`src/vgaac_pkg.sv`:
```
// Package for the VGA attribute controller: item, result and config types,
// request codes, register indexes and configuration addresses.
// No dependencies.
`default_nettype none
package vgaac_pkg;

	typedef enum logic [1:0] {
		REQ_WRITE      = 2'd0,
		REQ_READ_INDEX = 2'd1,
		REQ_READ_DATA  = 2'd2,
		REQ_TRANSLATE  = 2'd3
	} req_type_t;

	localparam int PALETTE_ENTRIES = 16;
	localparam int PAL_AW          = $clog2(PALETTE_ENTRIES);

	localparam logic [1:0] VMODE_TEXT = 2'd0;
	localparam logic [1:0] VMODE_256  = 2'd1;

	localparam logic [4:0] IDX_MODE_CTRL = 5'h10;
	localparam logic [4:0] IDX_OVERSCAN  = 5'h11;
	localparam logic [4:0] IDX_PLANE_EN  = 5'h12;
	localparam logic [4:0] IDX_PAN       = 5'h13;
	localparam logic [4:0] IDX_COLOR_SEL = 5'h14;

	localparam logic [1:0] CFG_IS_VGA     = 2'd0;
	localparam logic [1:0] CFG_REMAP_LOW4 = 2'd1;
	localparam logic [1:0] CFG_VIDEO_MODE = 2'd2;

	typedef struct packed {
		logic       is_vga;
		logic       remap_low4;
		logic [1:0] video_mode;
	} cfg_t;

	typedef struct packed {
		req_type_t  req_type;
		logic [7:0] write_value;
		logic [3:0] pixel_attr;
	} item_t;

	typedef struct packed {
		logic [7:0] read_data;
		logic [7:0] dac_index;
		logic [3:0] pel_shift;
	} res_t;

endpackage
`default_nettype wire

```
`src/vga_attribute_controller_unit.sv`:
```
// Top level of the VGA attribute controller: stream ports, input and result
// registers, APB configuration registers. Depends on vgaac_pkg and vgaac_core.
`default_nettype none
// Each accepted word yields one result word. A new word can be taken every
// cycle unless the output stalls; a word passes through the input register
// and then the result register. Register state is updated as the word moves
// from the input register to the result register, so words act in order. A
// full result register that is not taken holds both stages.
module vga_attribute_controller_unit (
	input  wire        clk,
	input  wire        arst_n,
	input  wire        s_tvalid,
	output logic       s_tready,
	input  wire [15:0] s_tdata,   // write_value[7:0], pixel_attr[11:8], zero[15:12]
	input  wire [1:0]  s_tuser,   // req_type[1:0]
	output logic       m_tvalid,
	input  wire        m_tready,
	output logic [23:0] m_tdata,  // read_data[7:0], dac_index[15:8], pel_shift[19:16], zero
	input  wire        psel,
	input  wire        penable,
	input  wire        pwrite,
	input  wire [3:0]  paddr,
	input  wire [31:0] pwdata,
	output logic [31:0] prdata,
	output logic       pready
);
	import vgaac_pkg::*;

	cfg_t  cfg_q;
	item_t item_s1;
	logic  valid_s1;
	res_t  res_s2;
	logic  valid_s2;
	res_t  core_res;
	logic  advance;
	logic  step;

	assign pready   = 1'b1;
	assign advance  = !valid_s2 || m_tready;
	assign step     = valid_s1 && advance;
	assign s_tready = !valid_s1 || advance;
	assign m_tvalid = valid_s2;
	assign m_tdata  = {4'd0, res_s2.pel_shift, res_s2.dac_index, res_s2.read_data};

	always_ff @(posedge clk or negedge arst_n) begin
		if (!arst_n) begin
			cfg_q.is_vga     <= 1'b1;
			cfg_q.remap_low4 <= 1'b0;
			cfg_q.video_mode <= VMODE_TEXT;
		end else if (psel && penable && pwrite) begin
			case (paddr[3:2])
				CFG_IS_VGA:     cfg_q.is_vga     <= pwdata[0];
				CFG_REMAP_LOW4: cfg_q.remap_low4 <= pwdata[0];
				CFG_VIDEO_MODE: cfg_q.video_mode <= pwdata[1:0];
				default: ;
			endcase
		end
	end

	always_comb begin
		case (paddr[3:2])
			CFG_IS_VGA:     prdata = {31'd0, cfg_q.is_vga};
			CFG_REMAP_LOW4: prdata = {31'd0, cfg_q.remap_low4};
			CFG_VIDEO_MODE: prdata = {30'd0, cfg_q.video_mode};
			default:        prdata = 32'd0;
		endcase
	end

	always_ff @(posedge clk or negedge arst_n) begin
		if (!arst_n) begin
			valid_s1 <= 1'b0;
			valid_s2 <= 1'b0;
		end else begin
			if (s_tready)
				valid_s1 <= s_tvalid;
			if (advance)
				valid_s2 <= valid_s1;
		end
	end

	always_ff @(posedge clk) begin
		if (s_tready && s_tvalid) begin
			item_s1.req_type    <= req_type_t'(s_tuser);
			item_s1.write_value <= s_tdata[7:0];
			item_s1.pixel_attr  <= s_tdata[11:8];
		end
		if (step)
			res_s2 <= core_res;
	end

	vgaac_core u_core (
		.clk    (clk),
		.arst_n (arst_n),
		.cfg    (cfg_q),
		.step   (step),
		.item   (item_s1),
		.res    (core_res)
	);

`ifndef SYNTHESIS
	a_shift_range: assert property (@(posedge clk) disable iff (!arst_n)
		m_tvalid |-> (m_tdata[19:16] <= 4'd8))
		else $error("pel_shift above 8");
	a_step_fills: assert property (@(posedge clk) disable iff (!arst_n)
		step |=> m_tvalid)
		else $error("result lost after step");
	a_ready_free: assert property (@(posedge clk) disable iff (!arst_n)
		!m_tvalid |-> s_tready)
		else $error("input stalled with empty result register");
	a_idle_dac: assert property (@(posedge clk) disable iff (!arst_n)
		(step && item_s1.req_type != REQ_TRANSLATE) |=> (m_tdata[15:8] == 8'd0))
		else $error("dac_index set on non-translate word");
`endif

endmodule
`default_nettype wire

```
`src/vgaac_core.sv`:
```
// Attribute controller state: index/data flip-flop, palette, mode, overscan,
// plane enable, panning and color select registers, with the per-word result logic.
// Depends on vgaac_pkg.
`default_nettype none
module vgaac_core (
	input  wire                      clk,
	input  wire                      arst_n,
	input  wire vgaac_pkg::cfg_t     cfg,
	input  wire                      step,
	input  wire vgaac_pkg::item_t    item,
	output vgaac_pkg::res_t          res
);
	import vgaac_pkg::*;

	logic             data_phase_q, data_phase_d;
	logic [4:0]       reg_index_q, reg_index_d;
	logic             pal_access_q, pal_access_d;
	logic [5:0]       palette_q [PALETTE_ENTRIES];
	logic [7:0]       mode_ctrl_q, mode_ctrl_d;
	logic [7:0]       border_q, border_d;
	logic [7:0]       plane_en_q, plane_en_d;
	logic [3:0]       pan_q, pan_d;
	logic [7:0]       color_sel_q, color_sel_d;
	logic [3:0]       shift_q, shift_d;

	logic             pal_we;
	logic [PAL_AW-1:0] pal_ra;
	logic [5:0]       pal_rd;
	logic [7:0]       mc_new;
	logic [7:0]       dac_v;
	logic [7:0]       rd;
	logic [7:0]       dac;

	function automatic logic [3:0] text_shift(input logic [7:0] v, input logic nine_dot);
		logic [3:0] r;
		if (v[7:3] != 5'd0)
			r = 4'd0;
		else if (nine_dot)
			r = v[3:0] + 4'd1;
		else
			r = v[3:0];
		return r;
	endfunction

	assign pal_ra = (item.req_type == REQ_TRANSLATE) ?
		(item.pixel_attr[PAL_AW-1:0] & plane_en_q[PAL_AW-1:0]) : reg_index_q[PAL_AW-1:0];
	assign pal_rd = palette_q[pal_ra];
	assign mc_new = cfg.is_vga ? item.write_value : {3'b000, item.write_value[4:0]};

	always_comb begin
		data_phase_d = data_phase_q;
		reg_index_d  = reg_index_q;
		pal_access_d = pal_access_q;
		mode_ctrl_d  = mode_ctrl_q;
		border_d     = border_q;
		plane_en_d   = plane_en_q;
		pan_d        = pan_q;
		color_sel_d  = color_sel_q;
		shift_d      = shift_q;
		pal_we       = 1'b0;
		rd           = 8'd0;
		dac          = 8'd0;
		dac_v        = {2'b00, pal_rd};
		case (item.req_type)
			REQ_WRITE: begin
				if (!data_phase_q) begin
					reg_index_d  = item.write_value[4:0];
					pal_access_d = ~item.write_value[5];
					data_phase_d = 1'b1;
				end else begin
					data_phase_d = 1'b0;
					if (!reg_index_q[4]) begin
						pal_we = pal_access_q;
					end else begin
						case (reg_index_q)
							IDX_MODE_CTRL: begin
								mode_ctrl_d = mc_new;
								if ((mc_new[2] ^ mode_ctrl_q[2]) && cfg.video_mode == VMODE_TEXT)
									shift_d = text_shift({4'd0, pan_q}, mc_new[2]);
							end
							IDX_OVERSCAN: border_d   = item.write_value;
							IDX_PLANE_EN: plane_en_d = item.write_value;
							IDX_PAN: begin
								pan_d = item.write_value[3:0];
								case (cfg.video_mode)
									VMODE_TEXT: shift_d = text_shift(item.write_value, mode_ctrl_q[2]);
									VMODE_256:  shift_d = {2'b00, item.write_value[2:1]};
									default:    shift_d = {1'b0, item.write_value[2:0]};
								endcase
							end
							IDX_COLOR_SEL: color_sel_d = cfg.is_vga ? item.write_value : 8'd0;
							default: ;
						endcase
					end
				end
			end
			REQ_READ_INDEX: rd = {2'b00, ~pal_access_q, reg_index_q};
			REQ_READ_DATA: begin
				if (!reg_index_q[4]) begin
					rd = {2'b00, pal_rd};
				end else begin
					case (reg_index_q)
						IDX_MODE_CTRL: rd = mode_ctrl_q;
						IDX_OVERSCAN:  rd = border_q;
						IDX_PLANE_EN:  rd = plane_en_q;
						IDX_PAN:       rd = {4'd0, pan_q};
						IDX_COLOR_SEL: rd = color_sel_q;
						default:       rd = 8'd0;
					endcase
				end
			end
			REQ_TRANSLATE: begin
				if (cfg.remap_low4) begin
					if (mode_ctrl_q[7])
						dac_v = {color_sel_q[3:0], dac_v[3:0]};
				end else if (cfg.video_mode != VMODE_256) begin
					if (mode_ctrl_q[7])
						dac_v = {2'b00, color_sel_q[1:0], dac_v[3:0]};
					dac_v[7:6] = color_sel_q[3:2];
				end
				dac = cfg.is_vga ? dac_v : {4'd0, item.pixel_attr};
			end
			default: ;
		endcase
	end

	assign res.read_data = rd;
	assign res.dac_index = dac;
	assign res.pel_shift = shift_d;

	always_ff @(posedge clk or negedge arst_n) begin
		if (!arst_n) begin
			data_phase_q <= 1'b0;
			reg_index_q  <= 5'd0;
			pal_access_q <= 1'b0;
			mode_ctrl_q  <= 8'd0;
			border_q     <= 8'd0;
			plane_en_q   <= 8'd0;
			pan_q        <= 4'd0;
			color_sel_q  <= 8'd0;
			shift_q      <= 4'd0;
			for (int i = 0; i < PALETTE_ENTRIES; i++)
				palette_q[i] <= 6'd0;
		end else if (step) begin
			data_phase_q <= data_phase_d;
			reg_index_q  <= reg_index_d;
			pal_access_q <= pal_access_d;
			mode_ctrl_q  <= mode_ctrl_d;
			border_q     <= border_d;
			plane_en_q   <= plane_en_d;
			pan_q        <= pan_d;
			color_sel_q  <= color_sel_d;
			shift_q      <= shift_d;
			if (pal_we)
				palette_q[reg_index_q[PAL_AW-1:0]] <= item.write_value[5:0];
		end
	end

endmodule
`default_nettype wire
```
`config.mk`:
```
export PLATFORM = sky130hd
export DESIGN_NAME = vga_attribute_controller_unit
export DESIGN_NICKNAME = d
export VERILOG_FILES = /design/src/vgaac_pkg.sv /design/src/vga_attribute_controller_unit.sv /design/src/vgaac_core.sv
export SDC_FILE = /design/constraint.sdc
export NUM_CORES = 1
export LEC_CHECK = 0
export ABC_AREA = 1
export BUFFER_PORTS_ARGS = -buffer_cell sky130_fd_sc_hd__buf_2
export CAP_MARGIN = 10
export CELL_PAD_IN_SITES_DETAIL_PLACEMENT = 1
export CELL_PAD_IN_SITES_GLOBAL_PLACEMENT = 1
export CORE_ASPECT_RATIO = 1.1
export CORE_MARGIN = 4
export CORE_UTILIZATION = 30
export CTS_BUF_LIST = sky130_fd_sc_hd__clkbuf_4 sky130_fd_sc_hd__clkbuf_8
export CTS_CLUSTER_SIZE = 8
export DETAILED_ROUTE_END_ITERATION = 10
export PLACE_DENSITY = 0.57
export SYNTH_ARGS = -nofsm -noshare
export SYNTH_HDL_FRONTEND = slang
export SYNTH_HIERARCHICAL = 1
export SYNTH_SLANG_ARGS = --single-unit
```
`constraint.sdc`:
```
create_clock -name clk -period 5.25 [get_ports clk]
set_clock_uncertainty 0.2 [all_clocks]
set_input_delay 0 -clock clk [delete_from_list [all_inputs] [get_ports clk]]
set_output_delay 0 -clock clk [all_outputs]
set_load 0.01 [all_outputs]
```
After elaboration in Yosys (flattened, before gate mapping):

Cells that the tools add are included.

* register bits: 183
* input bits: 61

* add/sub/neg operators: 2
* order comparisons: 3
* equal/unequal tests: 12
* mux-type cells: 32
* reduce and logical (&&, ||, !) cells: 26
* bitwise gates (word level): 7

Operator list (number)
* bitwise mux 96 bit: 1
* 2-to-1 mux 8 bit: 6
* 2-to-1 mux 4 bit: 10
* one-hot mux 8 bit (5 select lines): 1
* equality test 5 bit (second input constant): 5
* AND reduction 5 bit: 5
* binary-select mux 6 bit (select 4 bit): 1
* demux 6 bit (select 4 bit): 1
* 2-to-1 mux 6 bit: 4
* one-hot mux 4 bit (2 select lines): 2
* one-hot mux 8 bit (2 select lines): 1
* AND reduction 2 bit: 6
* greater-or-equal comparator 5 bit (second input constant): 2
* NOT 4 -> 5 bit: 2
* adder 4 x 1 -> 4 bit (second input constant): 2
* equality test 2 x 1 -> 1 bit (second input constant): 3
* equality test 2 bit (second input constant): 3
* logical AND 1 bit: 6
* logical NOT 2 bit: 3
* one-hot mux 2 bit (3 select lines): 1
* < comparator 5 x 1 -> 1 bit (second input constant): 1
* nonzero test 5 bit: 1
* bitwise AND 4 bit: 1
* 2-to-1 mux 1 bit: 4
* 6 further kinds: 10

Longest topological paths before layout:

Gate-level depths: netlist (run 1).

* word-level depth: 10
* gate-level depth with buffers: 14

By module:

Netlist (run 1), hierarchy kept.

By module, submodules not included
* vgaac_core: cells an instance 962, instances 1, seq. area each 3578.4 um2, area an instance 7295.7 um2
* vga_attribute_controller_unit: cells an instance 115, instances 1, seq. area each 1172.4 um2, area an instance 1604.0 um2

Worst setup path before layout (run 1):

Ideal clock, no wire load.

* path type: reg2reg
* start point: reg valid_s2 (netlist: m_tvalid)
* end point: reg u_core/palette_q[62] in the netlist's numbering
* setup time: 0.133 ns
* path buffers: 3
* path slack: 2.096 ns
* stages on the path, launching flop included: 10
* arrival time: 2.821 ns
* required time: 4.917 ns
* cells stage by stage: dfrtp_1 > a21oi_1 > buf_2 > inv_2 > nor4_4 > buf_6 > nand3_1 > buf_2 > nand2_1 > o21ai_0

* cells in the longest elaborated chain, start to end: 4

RTL lines
* from (decl): line vga_attribute_controller_unit.sv:33 `logic valid_s2;`
* from (signal assigned): line vga_attribute_controller_unit.sv:77 `valid_s2 <= valid_s1;`
* logical NOT 1 bit: line vga_attribute_controller_unit.sv:39 `assign advance = !valid_s2 || m_tready;`
* logical OR 1 bit: line vga_attribute_controller_unit.sv:39
* logical AND 1 bit: line vga_attribute_controller_unit.sv:40 `assign step = valid_s1 && advance;`
* net step: line vga_attribute_controller_unit.sv:36 `logic step;`
* AND reduction 2 bit (no line)
* to (signal, indexed assignment): line vgaac_core.sv:155 `palette_q[reg_index_q[PAL_AW-1:0]] <= item.write_value[5:0];`
* to (decl): line vgaac_core.sv:18 `logic [5:0] palette_q [PALETTE_ENTRIES];`

The timed path passes the listed nets, and every way through them passes these cells.
A chain may end at the register's enable or synchronous reset.

==> impl_results.md, run 1 <==
* Yosys cell types at 35
* Pwr/cell area at 376.3 nW/µm²
* Hold_ws at -0.01263 ns
* Min setup slack post-route at 1.776 ns
* # DRC at 0
* Unrepaired setup endpoints after global routing: false
* Deepest clock path buffer count at 2
* Area Growth Syn to Fin at 12.60%
* Final Cell Area at around 10,000 µm²
* Final HPWL from detailed placement at 17,500 µm
* CP Max Fanout at 47
* Leak at 4.471 nW
* Mapped Cells at 1,077
* I/O pin count at 120
* Total track usage at 16.86%
* Maximum VDD drop at around 0.15 mV
* R2R Setup Slk at 1.78 ns
* Syn Area/Cell at 8.263 µm²
* Final GP Congestion at 0.7519
* Row count at 65
* Fmax at 287.8 MHz
* Commonest non-fill, non-tap cell in the layout: nand2_1
* Via/cell ratio at 4.780
* Die X at 172.2 µm
* Max-slew violations at 0
* Most frequent cells in the layout: nand2_1 (375), o21ai_0 (148), dfrtp_1 (148)
* Final wirelength at 26,410 µm
* Most common cell on crit path: nand2_1
* Failing checks: negative hold slack
* WL per Instance at 17.47 µm
* Clock Latency Late Sink at about 0.48 ns
* 1st-iter DRT viols at 392
* Post-synth top flop: dfrtp_1
* Vias in the first global route at 7,515
* CTS tree: yes
* Relative slew margins at 26.83%
* Register area share after synthesis at 53.38%
* Pre-CTS setup slack at 1.732 ns
* Initial Util at a little under a third
* Root Buffer: clkbuf_8
* Initial antenna violation count at 0
* Placed Area at around 9000 µm²
* MaxCap Viol Count at 0
* Vert. Die Dim at between 150 and 200 µm
* Overflow left after global routing at 0
* Vias at a little over 7,000
* Number of buffers created by CTS at 17
* Final ANT Viol Nets at 0
* DRT Pass-1 Iters at 5
* CP max-delay cell: nand2_2
* Largest net degree at the start of global routing at 101
* Fin. Hold Viols at 3
* Crit path arrival time at 3.49 ns
* Layout cell share with drive strength beyond 1 at ~9.6%
* FFs w/ async S/R, synth at 81.42%
* First-pass GRT wire length at between 40,000 and 50,000 µm
* Setup Buffers After CTS at 0
* Fin cells at between 1,500 and 2,000
* Crit path largest cell delay at 0.87 ns
* CTS sink cnt at 183
* CP Class: reg2reg
* Setup TNS at 0 ns
* Syn. warnings at 6
* CP endpoint kind: flop
* Startpoint Class: flop
* Reg2Reg Capture Point: m_tdata[0]$_DFFE_PP_
* Hold Crit Class: in2async
* EDFF count, synth at 34
* Fin crit period at 3.474 ns
* Final setup violation count at 0
* R2R depth at 12
* Number of port buffers at 48
* Post-Syn Area at 8900 µm²
* CP Cell Sequence: ha_1 > nand3_2 > nand2_2 > nand2_1 > nand3_1 > nand3_1 > nand3_1 > nand2_1 > nand2_1 > nand2_1 > nand2_1 > nand2_1
* Placed cell count at 1,441
* Antenna fix cells at 0
* Synth Register Bits at 183
* Part of the cycle the worst path needs at 66.18%
* Final #Nets at 1,198
* Critical Path RT at 5.27 ns
* Least-Margin Pin Slew at 1.098 ns
* H-tree levels at 4
* Clock transition at path regs at between 0.1 and 0.15 ns
* Resized cells post-CTS at 0
* Status: complete, but fails checks
* R2R Path Start: item_s1[13]$_DFFE_PP_
* Total die area at 32,490 µm²
* Core ar. at 28,950 µm²
-- state kept, by name, indices dropped and copies added, names as in the netlist --
signal,flops
u_core/shift_q,4
m_tdata,20
u_core/border_q,8
u_core/pal_access_q,1
u_core/mode_ctrl_q,8
m_tvalid,1
u_core/palette_q,96
u_core/reg_index_q,5
cfg_q,4
u_core/data_phase_q,1
valid_s1,1
item_s1,14
u_core/plane_en_q,8
u_core/color_sel_q,8
u_core/pan_q,4
-- through the flow --
| stage | power, mW | utilization, % |
|---|---|---|
| global placement | 2.802 | 31.91 |
| finish | 3.771 | 34.61 |
| CTS | 3.834 | 34.61 |
| floorplan | 2.460 | - |
| global route | 4.033 | 34.61 |
| detailed placement | 2.813 | 31.91 |
-- synth_stat cells (all sizes together) (2+ instances only) --
library cell	instances	area, µm²
or2	2	12.51
nand3	114	575.6
o22ai	2	12.51
nand3b	2	15.01
buf	64	442.9
nor2	30	140.1
o21ai	162	822.0
edfxtp	34	1021
a31oi	4	25.02
a221oi	2	17.52
dfrtp	148	3704
inv	65	244.0
conb	2	7.510
ha	6	75.07
nor3	7	35.03
o211ai	7	52.55
nand2	381	1450
nand4	2	12.51
a21oi	11	55.05
a22o	2	17.52
clkbuf	26	97.59
-- how the worst max path moves through the flow --
| stage | to | slack [ns] | from |
|---|---|---|---|
| floorplan | u_core/palette_q[62]$_DFFE_PN0P_ | 2.10 | m_tvalid$_DFFE_PN0P_ |
| global placement | m_tdata[2]$_DFFE_PP_ | 1.74 | item_s1[12]$_DFFE_PP_ |
| detailed placement | m_tdata[2]$_DFFE_PP_ | 1.73 | item_s1[12]$_DFFE_PP_ |
| CTS | m_tdata[2]$_DFFE_PP_ | 1.71 | item_s1[13]$_DFFE_PP_ |
| global route | m_tdata[2]$_DFFE_PP_ | 1.43 | item_s1[13]$_DFFE_PP_ |
| finish | m_tdata[0]$_DFFE_PP_ | 1.78 | item_s1[13]$_DFFE_PP_ |
-- cell families (layout without fill, tap and decap cells) --
group	Yosys count	after routing	share of synthesized area [%]
compound gates	190	190	11.26
flops	183	183	53.38
fa+ha+maj	6	6	0.8435
xor+xnor	2	2	0.1969
simple gates	539	539	25.42
buf+inv	155	189	8.815
other cells	2	35	0.08438
-- repair_timing --
action                                 in CTS  in global routing
setup endpoints to repair                   0                  0
endpoints found under the hold margin     121                  0
hold buffers                               39                  0
-- worst max-delay path, delay by kind of cell, from the launching register on --
family	cells	cell delay (ns)
flip-flops	1	0.39
adder cells (fa/ha/maj)	1	0.56
AND/OR/NAND/NOR	11	2.05
-- cell type report --
class / count / area, µm²
tap: 368 / 460.4
sequential: 183 / 4751
fill: 3471 / 18930
clock buffer: 17 / 234.0
timing repair buffer: 92 / 674.4
clock inverter: 15 / 157.7
multi-input combinational: 772 / 3500
inverter: 65 / 244.0
-- metal layers --
| metal | GRT usage, % | up-vias | part of all wire [%] |
|---|---|---|---|
| met5 | 0 | - | 0 |
| met2 | 28.93 | 81 | 50 |
| li1 | - | 3556 | - |
| met4 | 4.112 | 0 | 1.2 |
| met3 | 2.329 | 16 | 2.0 |
| met1 | 22.43 | 3574 | 47 |
-- power breakdown --
part	internal, mW	switching [mW]	total (mW)
Clock	0.395	0.581	0.977
Sequential	1.61	0.136	1.74
Combinational	0.306	0.743	1.05
(Power assumes the default switching activity.)
==> run 2: changes to the inputs <==
Clock period 5.25 ns to 3.6 ns, I/O delays scaled along.
==> impl_results.md, run 2 (same netlist as run 1, synthesis figures left out) <==
* Fin crit period at 3.110 ns (was 3.474 ns)
* Initial Util at 30.74% (unchanged)
* Fin. Hold Viols at 0 (was 3)
* Fmax at 321.6 MHz (was 287.8 MHz)
* Number of flip-flops under the largest register name at 96 (unchanged)
* Core ar. at 28,950 µm² (unchanged)
* Part of the cycle the worst path needs at 86.39% (was 66.18%)
* Vias in the first global route at 7,495 (was 7,515)
* Unrepaired setup endpoints after global routing: false (unchanged)
* Overall Power at 5.534 mW (was 3.771 mW)
* R2R Setup Slk at 0.49 ns (was 1.78 ns)
* Setup TNS at 0 ns (unchanged)
* CP bufs+invs at 1 (was 0)
* Overflow left after global routing at 0 (unchanged)
* R2R Path Start: item_s1[12]$_DFFE_PP_ (was item_s1[13]$_DFFE_PP_)
* Comb pwr share at 28.6% (was 27.8%)
* Number of buffers created by CTS at 17 (unchanged)
* Placed Area at 9336 µm² (was 9239 µm²)
* Reg power frac at 46.0% (was 46.3%)
* Final GP Congestion at 0.7853 (was 0.7519)
* Deepest clock path buffer count at 2 (unchanged)
* Relative slew margins at 26.77% (was 26.83%)
* Clock Latency Late Sink at 0.48 ns (about the same)
* Clock network fraction of total power at 25.4% (was 25.9%)
* Most flops, register: u_core/palette_q (unchanged)
* Initial antenna violation count at 0 (unchanged)
* 1st-iter DRT viols at 458 (was 392)
* Setup Buffers After CTS at 0 (unchanged)
* MaxCap Viol Count at 0 (unchanged)
* Crit. path cell count at 10 (was 12)
* H-tree levels at 4 (unchanged)
* Most frequent cells in the layout: nand2_1 (375), o21ai_0 (148), dfrtp_1 (148) (unchanged)
* Sw Share at 39.33% (was 38.73%)
* Maximum VDD drop at 0.2320 mV (was 0.1462 mV)
* Top delay family on crit path: compound AO/OA/AOI/OAI gates (was simple AND/OR/NAND/NOR gates)
* Fin cells at 1,523 (was 1,512)
* I/O pin count at 120 (unchanged)
* Least-Margin Pin Slew at 1.098 ns (about the same)
* R2R depth at 10 (was 12)
* WL per Instance at 17.65 µm (was 17.47 µm)
* Total track usage at 17.17% (was 16.86%)
* Leak at 4.542 nW (was 4.471 nW)
* Clock transition at path regs at 0.12 ns (was 0.11 ns)
* # DRC at 0 (unchanged)
* Crit path largest cell delay at 0.89 ns (was 0.87 ns)
* Vias at 7,238 (was 7,227)
* Die X at 172.2 µm (unchanged)
* Vert. Die Dim at 188.6 µm (unchanged)
* Final HPWL from detailed placement at 18,010 µm (was 17,500 µm)
* Via/cell ratio at 4.752 (was 4.780)
* CP max-delay cell: o21ai_2 (was nand2_2)
* Row count at 65 (unchanged)
* Status: finished, final reports clean (was complete, but fails checks)
* Layout cell share with drive strength beyond 1 at 10.30% (was 9.615%)
* CP Class: reg2reg (unchanged)
* Total die area at 32,490 µm² (unchanged)
* Critical Path RT at 3.62 ns (was 5.27 ns)
* CTS sink cnt at 183 (unchanged)
* Crit path arrival time at 3.13 ns (was 3.49 ns)
* CP Cell Sequence: ha_1 > o21ai_2 > buf_4 > nand3_1 > nand3_1 > nand3_1 > nand2_1 > nand2_1 > nand2_1 > o21ai_1 (was ha_1 > nand3_2 > nand2_2 > nand2_1 > nand3_1 > nand3_1 > nand3_1 > nand2_1 > nand2_1 > nand2_1 > nand2_1 > nand2_1)
* Pint at 3.358 mW (was 2.310 mW)
* Area Growth Syn to Fin at 14.18% (was 12.60%)
* Max-slew violations at 0 (unchanged)
* First-pass GRT wire length at 43,360 µm (was 42,420 µm)
* CTS tree: yes (unchanged)
* Antenna fix cells at 0 (unchanged)
* Root Buffer: clkbuf_8 (unchanged)
* Final ANT Viol Nets at 0 (unchanged)
* Hold Crit Class: in2reg (was in2async)
* Final setup violation count at 0 (unchanged)
* Largest net degree at the start of global routing at 65 (was 101)
* Biggest regs: u_core/palette_q (96), m_tdata (20), item_s1 (14) (unchanged)
* Pwr/cell area at 544.6 nW/µm² (was 376.3 nW/µm²)
* Placed cell count at 1,449 (was 1,441)
* Resized cells post-CTS at 0 (unchanged)
* DRT Pass-1 Iters at 5 (unchanged)
* Final wirelength at 26,880 µm (was 26,410 µm)
* CP startpoint: item_s1[12]$_DFFE_PP_ (was item_s1[13]$_DFFE_PP_)
* Worst hold path startpoint: s_tdata[6]
* Number of port buffers at 48 (unchanged)
* Final Cell Area at 10,160 µm² (was 10,020 µm²)
* CP Max Fanout at 20 (was 47)
* Commonest non-fill, non-tap cell in the layout: nand2_1 (unchanged)
* Total net switching power at 2.177 mW (was 1.460 mW)
* Startpoint Class: flop (unchanged)
* Reg2Reg Capture Point: m_tdata[1]$_DFFE_PP_ (was m_tdata[0]$_DFFE_PP_)
* CP endpoint kind: flop (unchanged)
* Final #Nets at 1,209 (was 1,198)
* Crit path capture: m_tdata[1]$_DFFE_PP_ (was m_tdata[0]$_DFFE_PP_)
==> run 2: cell types whose count changed in the layout (fill, tap and decap cells not counted), moves of 2 or more <==
cell / before / now
clkinv_8: 0 / 4
buf_12: 0 / 4
buf_4: 5 / 10
inv_8: 4 / 2
clkinv_4: 4 / 1
dlygate4sd3_1: 39 / 41
inv_6: 3 / 6
==> run 2: through the flow <==
stage	setup slack, ns	hold WS (ns)	util, %
global route	0.2620	0.003184	35.10
global placement	0.4859	-0.04207	32.25
CTS	0.3988	0.001790	35.10
finish	0.4901	0.02894	35.10
detailed placement	0.4474	-0.04637	32.25
floorplan	0.4459	-0.4956	-
==> run 2: power groups by stage <==
stage	combinational, mW	clock, mW	sequential (mW)
6_report	1.58	1.41	2.55
4_1_cts	1.61	1.47	2.55
3_3_place_gp	1.54	0	2.59
5_1_grt	1.78	1.57	2.59
2_1_floorplan	1.07	0	2.51
3_5_place_dp	1.55	0	2.59
==> run 2: worst min path at each step <==
stage | endpoint | slack (ns) | depth (start not counted)
2_1_floorplan | cfg_q[0]$_DFFE_PN0P_ | -0.50 | 0
3_3_place_gp | u_core/palette_q[19]$_DFFE_PN0P_ | -0.04 | 1
3_5_place_dp | u_core/palette_q[19]$_DFFE_PN0P_ | -0.05 | 1
4_1_cts | item_s1[10]$_DFFE_PP_ | 0.002 | 2
5_1_grt | item_s1[10]$_DFFE_PP_ | 0.003 | 2
6_report | item_s1[10]$_DFFE_PP_ | 0.03 | 2
==> run 2: timing repair <==
item | CTS | global route
hold buffers | 42 | 0
endpoints found under the setup margin | 0 | 0
hold endpoints to repair | 123 | 0
==> run 2: cell type report <==
type                            count  area, µm²
Fill cell                        3452      18790
Sequential cell                   183       4751
Multi-Input combinational cell    772       3500
Timing Repair Buffer              103      812.0
Tap cell                          368      460.4
Inverter                           65      244.0
Clock buffer                       17      234.0
Clock inverter                     15      161.4
==> run 2: layer usage <==
metal  GRT usage, %  part of all wire, %  up-vias
li1               -                    -     3579
met1          23.29                   46     3555
met2          29.40                   51       91
met3          2.497                  2.4       13
met4          3.115                 0.74        0
met5              0                    0        -
